`src/sv/crt_pkg.sv`:
```
// Package for the contact reference-count tracker.
// Holds field widths, parameter defaults, action and event codes, the
// controller state type and the controller/datapath command and status structs.
package crt_pkg;

  localparam int ACTION_W         = 2;
  localparam int KEY_W            = 32;
  localparam int OBJ_W            = 8;
  localparam int RES_W            = 2;

  localparam int MAX_CONTACTS_DEF = 32;
  localparam int MAX_OBJECTS_DEF  = 16;
  localparam int KEY_BITS_DEF     = 32;

  typedef enum logic [ACTION_W-1:0] {
    ACT_BEGIN = 2'd0,
    ACT_END   = 2'd1,
    ACT_CLEAR = 2'd2
  } action_t;

  typedef enum logic [RES_W-1:0] {
    EV_NONE  = 2'd0,
    EV_ENTER = 2'd1,
    EV_EXIT  = 2'd2
  } event_t;

  typedef enum logic [5:0] {
    S_IDLE = 6'b000001,
    S_LOOK = 6'b000010,
    S_SEL  = 6'b000100,
    S_LINK = 6'b001000,
    S_OBJ  = 6'b010000,
    S_UPD  = 6'b100000
  } state_t;

  typedef struct packed {
    logic capture;
    logic look;
    logic sel;
    logic link;
    logic obj;
    logic commit;
  } cmd_t;

  typedef struct packed {
    logic out_free;
  } stat_t;

endpackage

```
`src/sv/crt_if.sv`:
```
// Handshake channels of the contact reference-count tracker.
// Depends on crt_pkg for the field widths.
interface crt_in_if;
  logic                        valid;
  logic                        ready;
  logic [crt_pkg::ACTION_W-1:0] action;
  logic [crt_pkg::KEY_W-1:0]    contact_key;
  logic [crt_pkg::OBJ_W-1:0]    peer_object;

  modport source (output valid, action, contact_key, peer_object, input ready);
  modport sink   (input valid, action, contact_key, peer_object, output ready);
endinterface

interface crt_out_if;
  logic                      valid;
  logic                      ready;
  logic [crt_pkg::RES_W-1:0] event_res;
  logic [crt_pkg::OBJ_W-1:0] event_object;
  logic                      table_full;

  modport source (output valid, event_res, event_object, table_full, input ready);
  modport sink   (input valid, event_res, event_object, table_full, output ready);
endinterface

```
`src/sv/crt_ctrl.sv`:
```
// Sequencing state machine of the contact reference-count tracker.
// Depends on crt_pkg for the state type and the command/status structs.
module crt_ctrl (
  input  logic           clk,
  input  logic           rst_n,
  input  logic           in_valid,
  output logic           in_ready,
  input  crt_pkg::stat_t stat,
  output crt_pkg::cmd_t  cmd
);

  crt_pkg::state_t state_r, state_nxt;

  always_comb begin
    state_nxt = state_r;
    unique case (state_r)
      crt_pkg::S_IDLE: if (in_valid) state_nxt = crt_pkg::S_LOOK;
      crt_pkg::S_LOOK: state_nxt = crt_pkg::S_SEL;
      crt_pkg::S_SEL:  state_nxt = crt_pkg::S_LINK;
      crt_pkg::S_LINK: state_nxt = crt_pkg::S_OBJ;
      crt_pkg::S_OBJ:  state_nxt = crt_pkg::S_UPD;
      // hold until the output register can take the result
      crt_pkg::S_UPD:  if (stat.out_free) state_nxt = crt_pkg::S_IDLE;
      default:         state_nxt = crt_pkg::S_IDLE;
    endcase
  end

  always_ff @(posedge clk) begin
    if (!rst_n) begin
      state_r <= crt_pkg::S_IDLE;
    end else begin
      state_r <= state_nxt;
    end
  end

  assign in_ready    = (state_r == crt_pkg::S_IDLE);
  assign cmd.capture = in_ready && in_valid;
  assign cmd.look    = (state_r == crt_pkg::S_LOOK);
  assign cmd.sel     = (state_r == crt_pkg::S_SEL);
  assign cmd.link    = (state_r == crt_pkg::S_LINK);
  assign cmd.obj     = (state_r == crt_pkg::S_OBJ);
  assign cmd.commit  = (state_r == crt_pkg::S_UPD) && stat.out_free;

endmodule

```
`src/sv/crt_dp.sv`:
```
// Datapath of the contact reference-count tracker: contact and object tables,
// parallel compare, slot selection, count update and the output register.
// Depends on crt_pkg; driven by crt_ctrl through cmd_t.
module crt_dp #(
  parameter int MAX_CONTACTS = crt_pkg::MAX_CONTACTS_DEF,
  parameter int MAX_OBJECTS  = crt_pkg::MAX_OBJECTS_DEF,
  parameter int KEY_BITS     = crt_pkg::KEY_BITS_DEF
) (
  input  logic                         clk,
  input  logic                         rst_n,
  input  crt_pkg::cmd_t                cmd,
  output crt_pkg::stat_t               stat,
  input  logic [crt_pkg::ACTION_W-1:0] in_action,
  input  logic [crt_pkg::KEY_W-1:0]    in_contact_key,
  input  logic [crt_pkg::OBJ_W-1:0]    in_peer_object,
  output logic                         out_valid,
  input  logic                         out_ready,
  output logic [crt_pkg::RES_W-1:0]    out_event_res,
  output logic [crt_pkg::OBJ_W-1:0]    out_event_object,
  output logic                         out_table_full
);

  localparam int KW  = (KEY_BITS < crt_pkg::KEY_W) ? KEY_BITS : crt_pkg::KEY_W;
  localparam int CIW = $clog2(MAX_CONTACTS);
  localparam int OIW = $clog2(MAX_OBJECTS);
  localparam int CW  = $clog2(MAX_CONTACTS + 1);

  // captured item
  logic [crt_pkg::ACTION_W-1:0] act_r;
  logic [KW-1:0]                key_r;
  logic [crt_pkg::OBJ_W-1:0]    obj_r;

  // contact table
  logic [MAX_CONTACTS-1:0]      c_vld_r;
  logic [KW-1:0]                c_key_r  [MAX_CONTACTS];
  logic [OIW-1:0]               c_link_r [MAX_CONTACTS];

  // object table
  logic [MAX_OBJECTS-1:0]       o_vld_r;
  logic [crt_pkg::OBJ_W-1:0]    o_val_r [MAX_OBJECTS];
  logic [CW-1:0]                o_cnt_r [MAX_OBJECTS];

  // compare results
  logic [MAX_CONTACTS-1:0]      c_hitv_r, c_freev_r;
  logic [MAX_OBJECTS-1:0]       o_hitv_r, o_freev_r;

  // selected slots
  logic                         c_hit, c_fok, o_hit, o_fok;
  logic [CIW-1:0]               c_idx, c_fidx;
  logic [OIW-1:0]               o_idx, o_fidx;
  logic                         c_hit_r, c_fok_r, o_hit_r, o_fok_r;
  logic [CIW-1:0]               c_idx_r, c_fidx_r;
  logic [OIW-1:0]               o_idx_r, o_fidx_r;

  // read data
  logic [OIW-1:0]               link_r;
  logic [OIW-1:0]               oi;
  logic [OIW-1:0]               oidx_r;
  logic [CW-1:0]                cnt_r;
  logic [crt_pkg::OBJ_W-1:0]    oval_r;
  logic                         ovld_rd_r;

  // update decisions
  crt_pkg::event_t              res;
  logic [crt_pkg::OBJ_W-1:0]    eobj;
  logic                         full;
  logic                         c_set, c_clr, o_new, o_clr, cnt_we, clear_all;
  logic [CW-1:0]                cnt_new;

  // output register
  logic                         out_valid_r;
  logic [crt_pkg::RES_W-1:0]    res_r;
  logic [crt_pkg::OBJ_W-1:0]    eobj_r;
  logic                         full_r;

  always_ff @(posedge clk) begin
    if (cmd.capture) begin
      act_r <= in_action;
      key_r <= in_contact_key[KW-1:0];
      obj_r <= in_peer_object;
    end
  end

  // parallel compare against every slot
  always_ff @(posedge clk) begin
    if (cmd.look) begin
      for (int i = 0; i < MAX_CONTACTS; i++) begin
        c_hitv_r[i] <= c_vld_r[i] && (c_key_r[i] == key_r);
      end
      for (int j = 0; j < MAX_OBJECTS; j++) begin
        o_hitv_r[j] <= o_vld_r[j] && (o_val_r[j] == obj_r);
      end
      c_freev_r <= ~c_vld_r;
      o_freev_r <= ~o_vld_r;
    end
  end

  // lowest set bit wins
  always_comb begin
    c_hit  = 1'b0;
    c_idx  = '0;
    c_fok  = 1'b0;
    c_fidx = '0;
    for (int i = MAX_CONTACTS - 1; i >= 0; i--) begin
      if (c_hitv_r[i]) begin
        c_hit = 1'b1;
        c_idx = CIW'(i);
      end
      if (c_freev_r[i]) begin
        c_fok  = 1'b1;
        c_fidx = CIW'(i);
      end
    end
  end

  always_comb begin
    o_hit  = 1'b0;
    o_idx  = '0;
    o_fok  = 1'b0;
    o_fidx = '0;
    for (int j = MAX_OBJECTS - 1; j >= 0; j--) begin
      if (o_hitv_r[j]) begin
        o_hit = 1'b1;
        o_idx = OIW'(j);
      end
      if (o_freev_r[j]) begin
        o_fok  = 1'b1;
        o_fidx = OIW'(j);
      end
    end
  end

  always_ff @(posedge clk) begin
    if (cmd.sel) begin
      c_hit_r  <= c_hit;
      c_idx_r  <= c_idx;
      c_fok_r  <= c_fok;
      c_fidx_r <= c_fidx;
      o_hit_r  <= o_hit;
      o_idx_r  <= o_idx;
      o_fok_r  <= o_fok;
      o_fidx_r <= o_fidx;
    end
  end

  always_ff @(posedge clk) begin
    if (cmd.link) begin
      link_r <= c_link_r[c_idx_r];
    end
  end

  // begin works on the matched or a fresh object slot, end on the linked one
  assign oi = (act_r == crt_pkg::ACT_BEGIN) ? (o_hit_r ? o_idx_r : o_fidx_r) : link_r;

  always_ff @(posedge clk) begin
    if (cmd.obj) begin
      oidx_r    <= oi;
      cnt_r     <= o_cnt_r[oi];
      oval_r    <= o_val_r[oi];
      ovld_rd_r <= o_vld_r[oi];
    end
  end

  always_comb begin
    res       = crt_pkg::EV_NONE;
    eobj      = '0;
    full      = 1'b0;
    c_set     = 1'b0;
    c_clr     = 1'b0;
    o_new     = 1'b0;
    o_clr     = 1'b0;
    cnt_we    = 1'b0;
    cnt_new   = '0;
    clear_all = 1'b0;
    unique case (act_r)
      crt_pkg::ACT_BEGIN: begin
        if (!c_hit_r) begin
          if (!c_fok_r || (!o_hit_r && !o_fok_r)) begin
            full = 1'b1;
          end else begin
            c_set  = 1'b1;
            cnt_we = 1'b1;
            if (!o_hit_r) begin
              o_new   = 1'b1;
              cnt_new = CW'(1);
            end else begin
              cnt_new = cnt_r + CW'(1);
            end
            if (cnt_new == CW'(1)) begin
              res  = crt_pkg::EV_ENTER;
              eobj = obj_r;
            end
          end
        end
      end
      crt_pkg::ACT_END: begin
        if (c_hit_r) begin
          c_clr = 1'b1;
          if (ovld_rd_r) begin
            cnt_we  = 1'b1;
            cnt_new = (cnt_r != '0) ? cnt_r - CW'(1) : '0;
            if (cnt_new == '0) begin
              res   = crt_pkg::EV_EXIT;
              eobj  = oval_r;
              o_clr = 1'b1;
            end
          end
        end
      end
      crt_pkg::ACT_CLEAR: clear_all = 1'b1;
      default: ;
    endcase
  end

  always_ff @(posedge clk) begin
    if (!rst_n) begin
      c_vld_r <= '0;
      o_vld_r <= '0;
    end else if (cmd.commit) begin
      if (clear_all) begin
        c_vld_r <= '0;
        o_vld_r <= '0;
      end
      if (c_set) c_vld_r[c_fidx_r] <= 1'b1;
      if (c_clr) c_vld_r[c_idx_r]  <= 1'b0;
      if (o_new) o_vld_r[oidx_r]   <= 1'b1;
      if (o_clr) o_vld_r[oidx_r]   <= 1'b0;
    end
  end

  always_ff @(posedge clk) begin
    if (cmd.commit) begin
      if (c_set) begin
        c_key_r[c_fidx_r]  <= key_r;
        c_link_r[c_fidx_r] <= oidx_r;
      end
      if (o_new)  o_val_r[oidx_r] <= obj_r;
      if (cnt_we) o_cnt_r[oidx_r] <= cnt_new;
    end
  end

  always_ff @(posedge clk) begin
    if (!rst_n) begin
      out_valid_r <= 1'b0;
    end else if (cmd.commit) begin
      out_valid_r <= 1'b1;
    end else if (out_ready) begin
      out_valid_r <= 1'b0;
    end
  end

  always_ff @(posedge clk) begin
    if (cmd.commit) begin
      res_r  <= res;
      eobj_r <= eobj;
      full_r <= full;
    end
  end

  assign stat.out_free    = !out_valid_r || out_ready;
  assign out_valid        = out_valid_r;
  assign out_event_res    = res_r;
  assign out_event_object = eobj_r;
  assign out_table_full   = full_r;

endmodule

```
`src/sv/contact_refcount_tracker_top.sv`:
```
// Top level of the contact reference-count tracker.
// Depends on crt_pkg, crt_if, crt_ctrl and crt_dp.
//
//   channel  direction  beat holds
//   in_ch    sink       action, contact_key, peer_object
//   out_ch   source     event_res, event_object, table_full
//
// One item at a time: the result register is loaded after the parallel compare,
// slot select, link read, object read and update steps, in that order.
// The update cycle waits while the output register holds an untaken beat;
// the input reopens in the cycle the result beat appears.
// rst_n is synchronous; reset empties both tables at once through valid bits.
module contact_refcount_tracker_top #(
  parameter int MAX_CONTACTS = crt_pkg::MAX_CONTACTS_DEF,
  parameter int MAX_OBJECTS  = crt_pkg::MAX_OBJECTS_DEF,
  parameter int KEY_BITS     = crt_pkg::KEY_BITS_DEF
) (
  input  logic      clk,
  input  logic      rst_n,
  crt_in_if.sink    in_ch,
  crt_out_if.source out_ch
);

  crt_pkg::cmd_t  cmd;
  crt_pkg::stat_t stat;

  crt_ctrl u_ctrl (
    .clk      (clk),
    .rst_n    (rst_n),
    .in_valid (in_ch.valid),
    .in_ready (in_ch.ready),
    .stat     (stat),
    .cmd      (cmd)
  );

  crt_dp #(
    .MAX_CONTACTS (MAX_CONTACTS),
    .MAX_OBJECTS  (MAX_OBJECTS),
    .KEY_BITS     (KEY_BITS)
  ) u_dp (
    .clk              (clk),
    .rst_n            (rst_n),
    .cmd              (cmd),
    .stat             (stat),
    .in_action        (in_ch.action),
    .in_contact_key   (in_ch.contact_key),
    .in_peer_object   (in_ch.peer_object),
    .out_valid        (out_ch.valid),
    .out_ready        (out_ch.ready),
    .out_event_res    (out_ch.event_res),
    .out_event_object (out_ch.event_object),
    .out_table_full   (out_ch.table_full)
  );

endmodule

```
`src/flat_wrapper.sv`:
```
// flat-port wrapper written by rule: the top's interface ports become plain ports
module contact_refcount_tracker_top_flat 
#(
  parameter int MAX_CONTACTS = crt_pkg::MAX_CONTACTS_DEF,
  parameter int MAX_OBJECTS  = crt_pkg::MAX_OBJECTS_DEF,
  parameter int KEY_BITS     = crt_pkg::KEY_BITS_DEF
)
  (clk, rst_n, in_ch_valid, in_ch_action, in_ch_contact_key, in_ch_peer_object, in_ch_ready, out_ch_valid, out_ch_event_res, out_ch_event_object, out_ch_table_full, out_ch_ready);
  crt_in_if in_ch_i ();
  crt_out_if out_ch_i ();
  input  logic clk;
  input  logic rst_n;
  input wire logic [$bits(in_ch_i.valid)-1:0] in_ch_valid;
  input wire logic [$bits(in_ch_i.action)-1:0] in_ch_action;
  input wire logic [$bits(in_ch_i.contact_key)-1:0] in_ch_contact_key;
  input wire logic [$bits(in_ch_i.peer_object)-1:0] in_ch_peer_object;
  output wire logic [$bits(in_ch_i.ready)-1:0] in_ch_ready;
  output wire logic [$bits(out_ch_i.valid)-1:0] out_ch_valid;
  output wire logic [$bits(out_ch_i.event_res)-1:0] out_ch_event_res;
  output wire logic [$bits(out_ch_i.event_object)-1:0] out_ch_event_object;
  output wire logic [$bits(out_ch_i.table_full)-1:0] out_ch_table_full;
  input wire logic [$bits(out_ch_i.ready)-1:0] out_ch_ready;
  assign in_ch_i.valid = in_ch_valid;
  assign in_ch_i.action = in_ch_action;
  assign in_ch_i.contact_key = in_ch_contact_key;
  assign in_ch_i.peer_object = in_ch_peer_object;
  assign in_ch_ready = in_ch_i.ready;
  assign out_ch_valid = out_ch_i.valid;
  assign out_ch_event_res = out_ch_i.event_res;
  assign out_ch_event_object = out_ch_i.event_object;
  assign out_ch_table_full = out_ch_i.table_full;
  assign out_ch_i.ready = out_ch_ready;
  contact_refcount_tracker_top #(.MAX_CONTACTS(MAX_CONTACTS), .MAX_OBJECTS(MAX_OBJECTS), .KEY_BITS(KEY_BITS)) u_core (.clk(clk), .rst_n(rst_n), .in_ch(in_ch_i), .out_ch(out_ch_i));
endmodule
```
`config.mk`:
```
export PLATFORM = sky130hd
export DESIGN_NAME = contact_refcount_tracker_top_flat
export DESIGN_NICKNAME = d
export VERILOG_FILES = /design/src/sv/crt_pkg.sv /design/src/sv/crt_if.sv /design/src/sv/crt_ctrl.sv /design/src/sv/crt_dp.sv /design/src/sv/contact_refcount_tracker_top.sv /design/src/flat_wrapper.sv
export SDC_FILE = /design/constraint.sdc
export NUM_CORES = 2
export LEC_CHECK = 0
export BUFFER_PORTS_ARGS = -buffer_cell sky130_fd_sc_hd__buf_2
export CAP_MARGIN = 20
export CORE_ASPECT_RATIO = 0.9
export CORE_MARGIN = 1.5
export CORE_UTILIZATION = 50
export CTS_CLUSTER_SIZE = 40
export DETAILED_ROUTE_END_ITERATION = 6
export PLACE_DENSITY = 0.7
export SLEW_MARGIN = 0
export SYNTH_ARGS = -nofsm -noshare
export SYNTH_HDL_FRONTEND = slang
export SYNTH_SLANG_ARGS = --single-unit
```
`constraint.sdc`:
```
create_clock -name clk -period 12.65 [get_ports clk]
set_input_delay 2.53 -clock clk [delete_from_list [all_inputs] [get_ports clk]]
set_output_delay 2.53 -clock clk [all_outputs]
set_load 0.01 [all_outputs]
```
* Word level (Yosys, flattened, before mapping)
Memory sizes are Yosys's and may differ from the RTL's. A register that Yosys moved wholly into a read port is not among the register bits. Cells that the tools add are included.
Word-level totals: RAM bits 1376, word-level logic and storage cells 379, register bits 231, memories kept 4
Memories:
- u_core.u_dp.c_key_r | depth 32, bits a word 32, read ports 32, clocked after Yosys merged registers in 0, write ports 1, line crt_dp.sv:35 | logic [KW-1:0] c_key_r [MAX_CONTACTS];
- u_core.u_dp.c_link_r | depth 32, bits a word 4, read ports 1, clocked after Yosys merged registers in 1, write ports 1, line crt_dp.sv:36 | logic [OIW-1:0] c_link_r [MAX_CONTACTS];
- u_core.u_dp.o_val_r | depth 16, bits a word 8, read ports 17, clocked after Yosys merged registers in 1, write ports 1, line crt_dp.sv:40 | logic [crt_pkg::OBJ_W-1:0] o_val_r [MAX_OBJECTS];
- u_core.u_dp.o_cnt_r | depth 16, bits a word 6, read ports 1, clocked after Yosys merged registers in 1, write ports 1, line crt_dp.sv:41 | logic [CW-1:0] o_cnt_r [MAX_OBJECTS];
Operators by class: $lt $le $gt $ge 7, equal/unequal tests 59, $add $sub $neg 2, reductions and logical operators 84, bitwise gates (word level) 9, muxes and demuxes 176
Operators by type and width (number):
- == test 32 bit | 32
- two-way mux 32 bit | 7
- two-way mux 5 bit | 32
- two-way mux 4 bit | 34
- == test 8 bit | 16
- two-way mux 16 bit | 7
- two-way mux 6 bit | 11
- inverter 32 bit | 2
- OR reduction 31 bit | 2
- logical AND 1 bit | 54
- two-way mux 3 bit | 16
- two-way mux 8 bit | 6
- two-way mux 1 bit | 43
- one-hot mux 6 bit (6 select lines) | 1
- bitwise AND 32 bit | 1
- inverter 16 bit | 2
- bitwise OR 32 bit | 1
- OR reduction 16 bit | 2
- OR reduction 8 bit | 4
- OR reduction 15 bit | 2
- two-way mux 2 bit | 11
- bitwise AND 16 bit | 1
- bitwise OR 16 bit | 1
- one-hot mux 8 bit (2 select lines) | 1
- other kinds (31) | 48

* Longest topological paths before layout
word-level depth 31, depth in mapped cells 11, mapped depth without buffers 8

* Modules after synthesis
A second synthesis with hierarchy kept.
Unflattened totals: cell total of the unflattened synthesis 4343, area, all modules 68080.3 µm²
Modules (own cells, without submodules):
- crt_dp | instances 1, area each 67752.5 µm², cells an instance 4306
- crt_ctrl | instances 1, area each 327.8 µm², cells an instance 37

* Worst setup path after synthesis
No wires, ideal clock.
kind register -> register, start point register u_core.u_ctrl.state_r[5], end point register u_core.u_ctrl.state_r[2], period minus slack after synthesis 8.265 ns, data required time 12.555 ns, data arrival time 8.170 ns, stages on the path, launching flop included 5, setup slack 4.385 ns, cell sequence dfxtp_1 > nor2_1 > nand2_1 > nor3b_1 > and3b_1
On the way: cells in the longest elaborated chain, start to end 3, elaborated cells between the ends (all ways) 10, those cells by class eq/ne (8); mux (1); reduce/logical (1)
Ends and longest elaborated chain:
- start, declared | line crt_ctrl.sv:12 | crt_pkg::state_t state_r, state_nxt;
- start signal, assigned | line crt_ctrl.sv:30 | state_r <= crt_pkg::S_IDLE;
- start signal, assigned | line crt_ctrl.sv:32 | state_r <= state_nxt;
- == test 6 bit / == test 6 x 1 -> 1 bit (equally long branches) | line crt_ctrl.sv:16 | unique case (state_r)
- != test 2 bit (no source line)
- AND reduction 2 bit (no source line)
Parallel ways exist; a longest one is shown, timed or not. A chain may end at the register's enable or synchronous reset.

==> summary.md <==
| Metric | Value |
|---|---|
| Final Cycle Share | 0.443 |
| Synthesized cell area | between 60000 and 70000 µm² |
| Area Growth Syn to Fin | 12.1% |
| Net Count, Synth | 4355 |
| Skew-Pair Late Insertion Delay | 0.80 ns |
| Residual DRC | 0 |
| Min Tclk post-route | 5.60 ns |
| Final setup viols | 0 |
| Finished Layout Cells | 6378 |
| Final setup TNS | 0 ns |
| CTS H-tree depth | 4 |
| Status | finished, final reports clean |
| DP Area | between 70000 and 80000 µm² |
| FF-to-FF path depth | 6 |
| CTS max path bufs | 3 |
| Placed cells | ~6000 |
| Critical path arrival | between 6 and 7 ns |
| Yosys reg bits | 1625 |
| Worst setup path startpoint | out_ch_ready |
| Hold Fails Final Rpt | 0 |
| Detailed Route Iter0 Violations | 4285 |
| Clock Sinks | 1625 |
| Hold Crit Depth | 0 |
| Clock Pin Slew Worst Setup and Hold Paths | 0.06 ns |
| Synth top area cells | edfxtp_1 (69%), xnor2_1 (12%), xor2_1 (2.5%), nand4_1 (2.3%), dfxtp_1 (1.6%) |
| Startpoint Class | primary input |
| First-pass GRT wire length | 239000 µm |
| Post-Syn Area per Cell | 15.8 µm² |
| Die Footprint | roughly 140000 µm² |
| Nets | 4472 |
| Post-synth top flop | edfxtp_1 |
| Die Y | roughly 350 µm |
| Worst slew margin | 0.195 |
| Initial antenna violation count | 8 |
| Hold Crit Start | u_core.u_dp.key_r[26] |
| Setup Fix Bufs, Post-CTS | 0 |
| Die Wd | 392 µm |
| Count of cell types in the netlist | between 60 and 70 |
| Pwr Density | 149 nW/µm² |
| Peak supply drop | 0.000160 V |
| Synth Warn # | 0 |
| P_leak | 23.0 nW |
| Vias in the first global route | about 36000 |
| CTS Hold Bufs | 0 |
| Initial Utilization | 0.503 |
| EDFF count, synth | 1570 |
| Row cnt | 128 |
| CORE AREA | approximately 140000 µm² |
| Slew Limit Fails | 0 |
| Via-per-instance ratio | 5.83 |
| Vias | 37200 |
| Avg WL per Cell | 25.8 µm |
| Design area | 76200 µm² |
| Antenna Nets Post-Route | 0 |
| Fin Hold WS | around 0.46 ns |
| Clock skew | 0.0307 ns |
| Sequential element share of the synthesized area | 0.710 |
| RSZ-0062 raised after global routing | false |
| Synth area leader | edfxtp_1 |
| Max_cap viols | 0 |
| CP Data Required Time | between 10 and 15 ns |
| GP Congestion | 0.914 |
| Worst Path Max Fanout | 37 |
| Ports | 59 |
| Port buffer count | 58 |
| Total gr overflow | 0 |
| Hold Path Class | flip-flop to flip-flop |
| Total Wirelength | 164000 µm |
| Pin count of the biggest net entering global routing | 122 |
| Share of layout cells above drive strength 1 | 0.124 |
| Critical R2R Launch | u_core.u_ctrl.state_r[1] |
| Root buf cell | clkbuf_16 |
| Power Total | about 11 mW |
| Cell count after synthesis | ~4300 |
| First-pass detailed-route iteration total | 7 |
| F_max | 0.179 GHz |
| Setup crit end kind | flip-flop |
| GR Util All Layers | 0.237 |
| CP Class | primary input to flip-flop |
| Top-area cell type share of the netlist area | 0.693 |
| Post-synth ARST share | 0 |
| Post-DP HPWL | 94100 µm |
| # resized after CTS | 0 |
| TritonCTS Buffers | around 160 |
| CTS tree | built |
| Worst slew pin tran | 1.20 ns |
-- cells in the final DEF (no fill, tap or decap), types with 31 or more instances in the layout --
| cell | netlist | layout |
|---|---|---|
| nor2_4 | 0 | 32 |
| o211ai_1 | 77 | 77 |
| buf_4 | 8 | 81 |
| edfxtp_1 | 1570 | 1570 |
| inv_1 | 79 | 79 |
| mux4_2 | 32 | 32 |
| a21oi_1 | 58 | 56 |
| dfxtp_1 | 55 | 55 |
| nor3_1 | 31 | 31 |
| mux2_2 | 59 | 59 |
| buf_2 | 57 | 59 |
| nor2_1 | 135 | 103 |
| clkbuf_16 | 0 | 164 |
| mux2i_1 | 60 | 60 |
| o221a_2 | 32 | 32 |
| clkinv_1 | 1 | 35 |
| nand3_1 | 69 | 69 |
| nor4_1 | 134 | 134 |
| o21ai_0 | 31 | 31 |
| xnor2_1 | 961 | 961 |
| nand4_1 | 251 | 251 |
| nand2_1 | 105 | 105 |
| clkbuf_1 | 83 | 38 |
| xor2_1 | 193 | 193 |
-- cell type report --
class                      instances  area, µm²
timing repair buffer             169       1500
multi-input combinational       2385      18800
fill                           10400      58900
sequential                      1625      48200
inverter                          81        305
antenna                            1       2.50
tap                             1820       2280
clock inverter                    94        878
clock buffer                     203       4260
-- critical path: stages --
cell	delay (ns)
buf_2	0.09
nand2b_1	0.22
nand4b_2	0.13
buf_4	0.48
clkinv_1	0.81
nand3_1	1.11
nor2_4	0.43
o221a_2	0.41
-- routing by layer --
| layer | vias up | routed length (µm) | global-route usage |
|---|---|---|---|
| li1 | 16300 | - | - |
| met5 | - | 17 | 0 |
| met4 | 4 | 3570 | 0.0618 |
| met3 | 232 | 15400 | 0.0471 |
| met2 | 1764 | 73400 | 0.354 |
| met1 | 18800 | 72000 | 0.357 |
-- state kept, by name (all words and copies together), names as in the netlist, 6 cells and up --
register	count
u_core.u_dp.c_key_r	1024
u_core.u_dp.c_link_r	128
u_core.u_dp.o_val_r	128
u_core.u_dp.o_cnt_r	96
u_core.u_dp.c_freev_r	32
u_core.u_dp.c_hitv_r	32
u_core.u_dp.c_vld_r	32
u_core.u_dp.key_r	32
u_core.u_dp.o_freev_r	16
u_core.u_dp.o_hitv_r	16
u_core.u_dp.o_vld_r	16
u_core.u_dp.obj_r	8
u_core.u_dp.out_event_object	8
u_core.u_dp.oval_r	8
u_core.u_ctrl.state_r	6
u_core.u_dp.cnt_r	6
-- synth_stat cells, types with 4 or more instances --
cell type     n
a31oi_1       5
nand4_1     251
mux2_2       59
inv_1        79
edfxtp_1   1570
o21ai_0      31
nand3_1      69
mux2i_1      60
nor3_1       31
o211ai_1     77
o31ai_1       6
o311ai_1      4
buf_1        63
buf_6         4
nor2_1      135
mux4_2       32
a21boi_0      5
buf_4         8
a211oi_1      6
a22oi_1       6
nor3b_1       7
o311ai_0      5
buf_2        57
nand3b_1      6
dfxtp_1      55
a221oi_1      8
nor2b_1      16
o21ai_1      12
or4_1         5
a2111oi_0     4
xor2_1      193
xnor2_1     961
nor4_1      134
o221a_2      32
and3_1        4
and3b_1       4
a221o_1       4
clkbuf_1     83
and2_1        9
a22o_1       11
nand2_1     105
a21oi_1      58
-- stage by stage --
| step | setup WS, ns | utilization |
|---|---|---|
| floorplan | 4.38 | - |
| global placement | 6.32 | 0.524 |
| detailed placement | 6.25 | 0.524 |
| CTS | 7.08 | 0.562 |
| global route | 6.98 | 0.564 |
| finish | 7.05 | 0.564 |
-- power by group --
group / switching (mW) / internal (mW) / total, mW
clock network: 2.02 / 2.66 / 4.68
logic: 0.471 / 0.233 / 0.704
registers: 0.0212 / 5.93 / 5.95
-- final timing paths --
| kind | endpoint | slack [ns] |
|---|---|---|
| max | u_core.u_dp.c_vld_r[15] | 7.05 |
| min | u_core.u_dp.c_key_r[2][26] | 0.46 |
| max reg2reg | u_core.u_dp.c_key_r[31][11] | 8.42 |
| min reg2reg | u_core.u_dp.c_key_r[2][26] | 0.46 |
-- cells by family after synthesis --
kind of cell | Yosys count | synth area share
compound gates | 281 | 0.0298
xor+xnor | 1154 | 0.149
fa+ha+maj | 3 | 0.000552
buf+inv | 296 | 0.0183
flops | 1625 | 0.710
mux | 152 | 0.0295
simple gates | 795 | 0.0637
No activity file was read; power rests on OpenSTA's default activity.
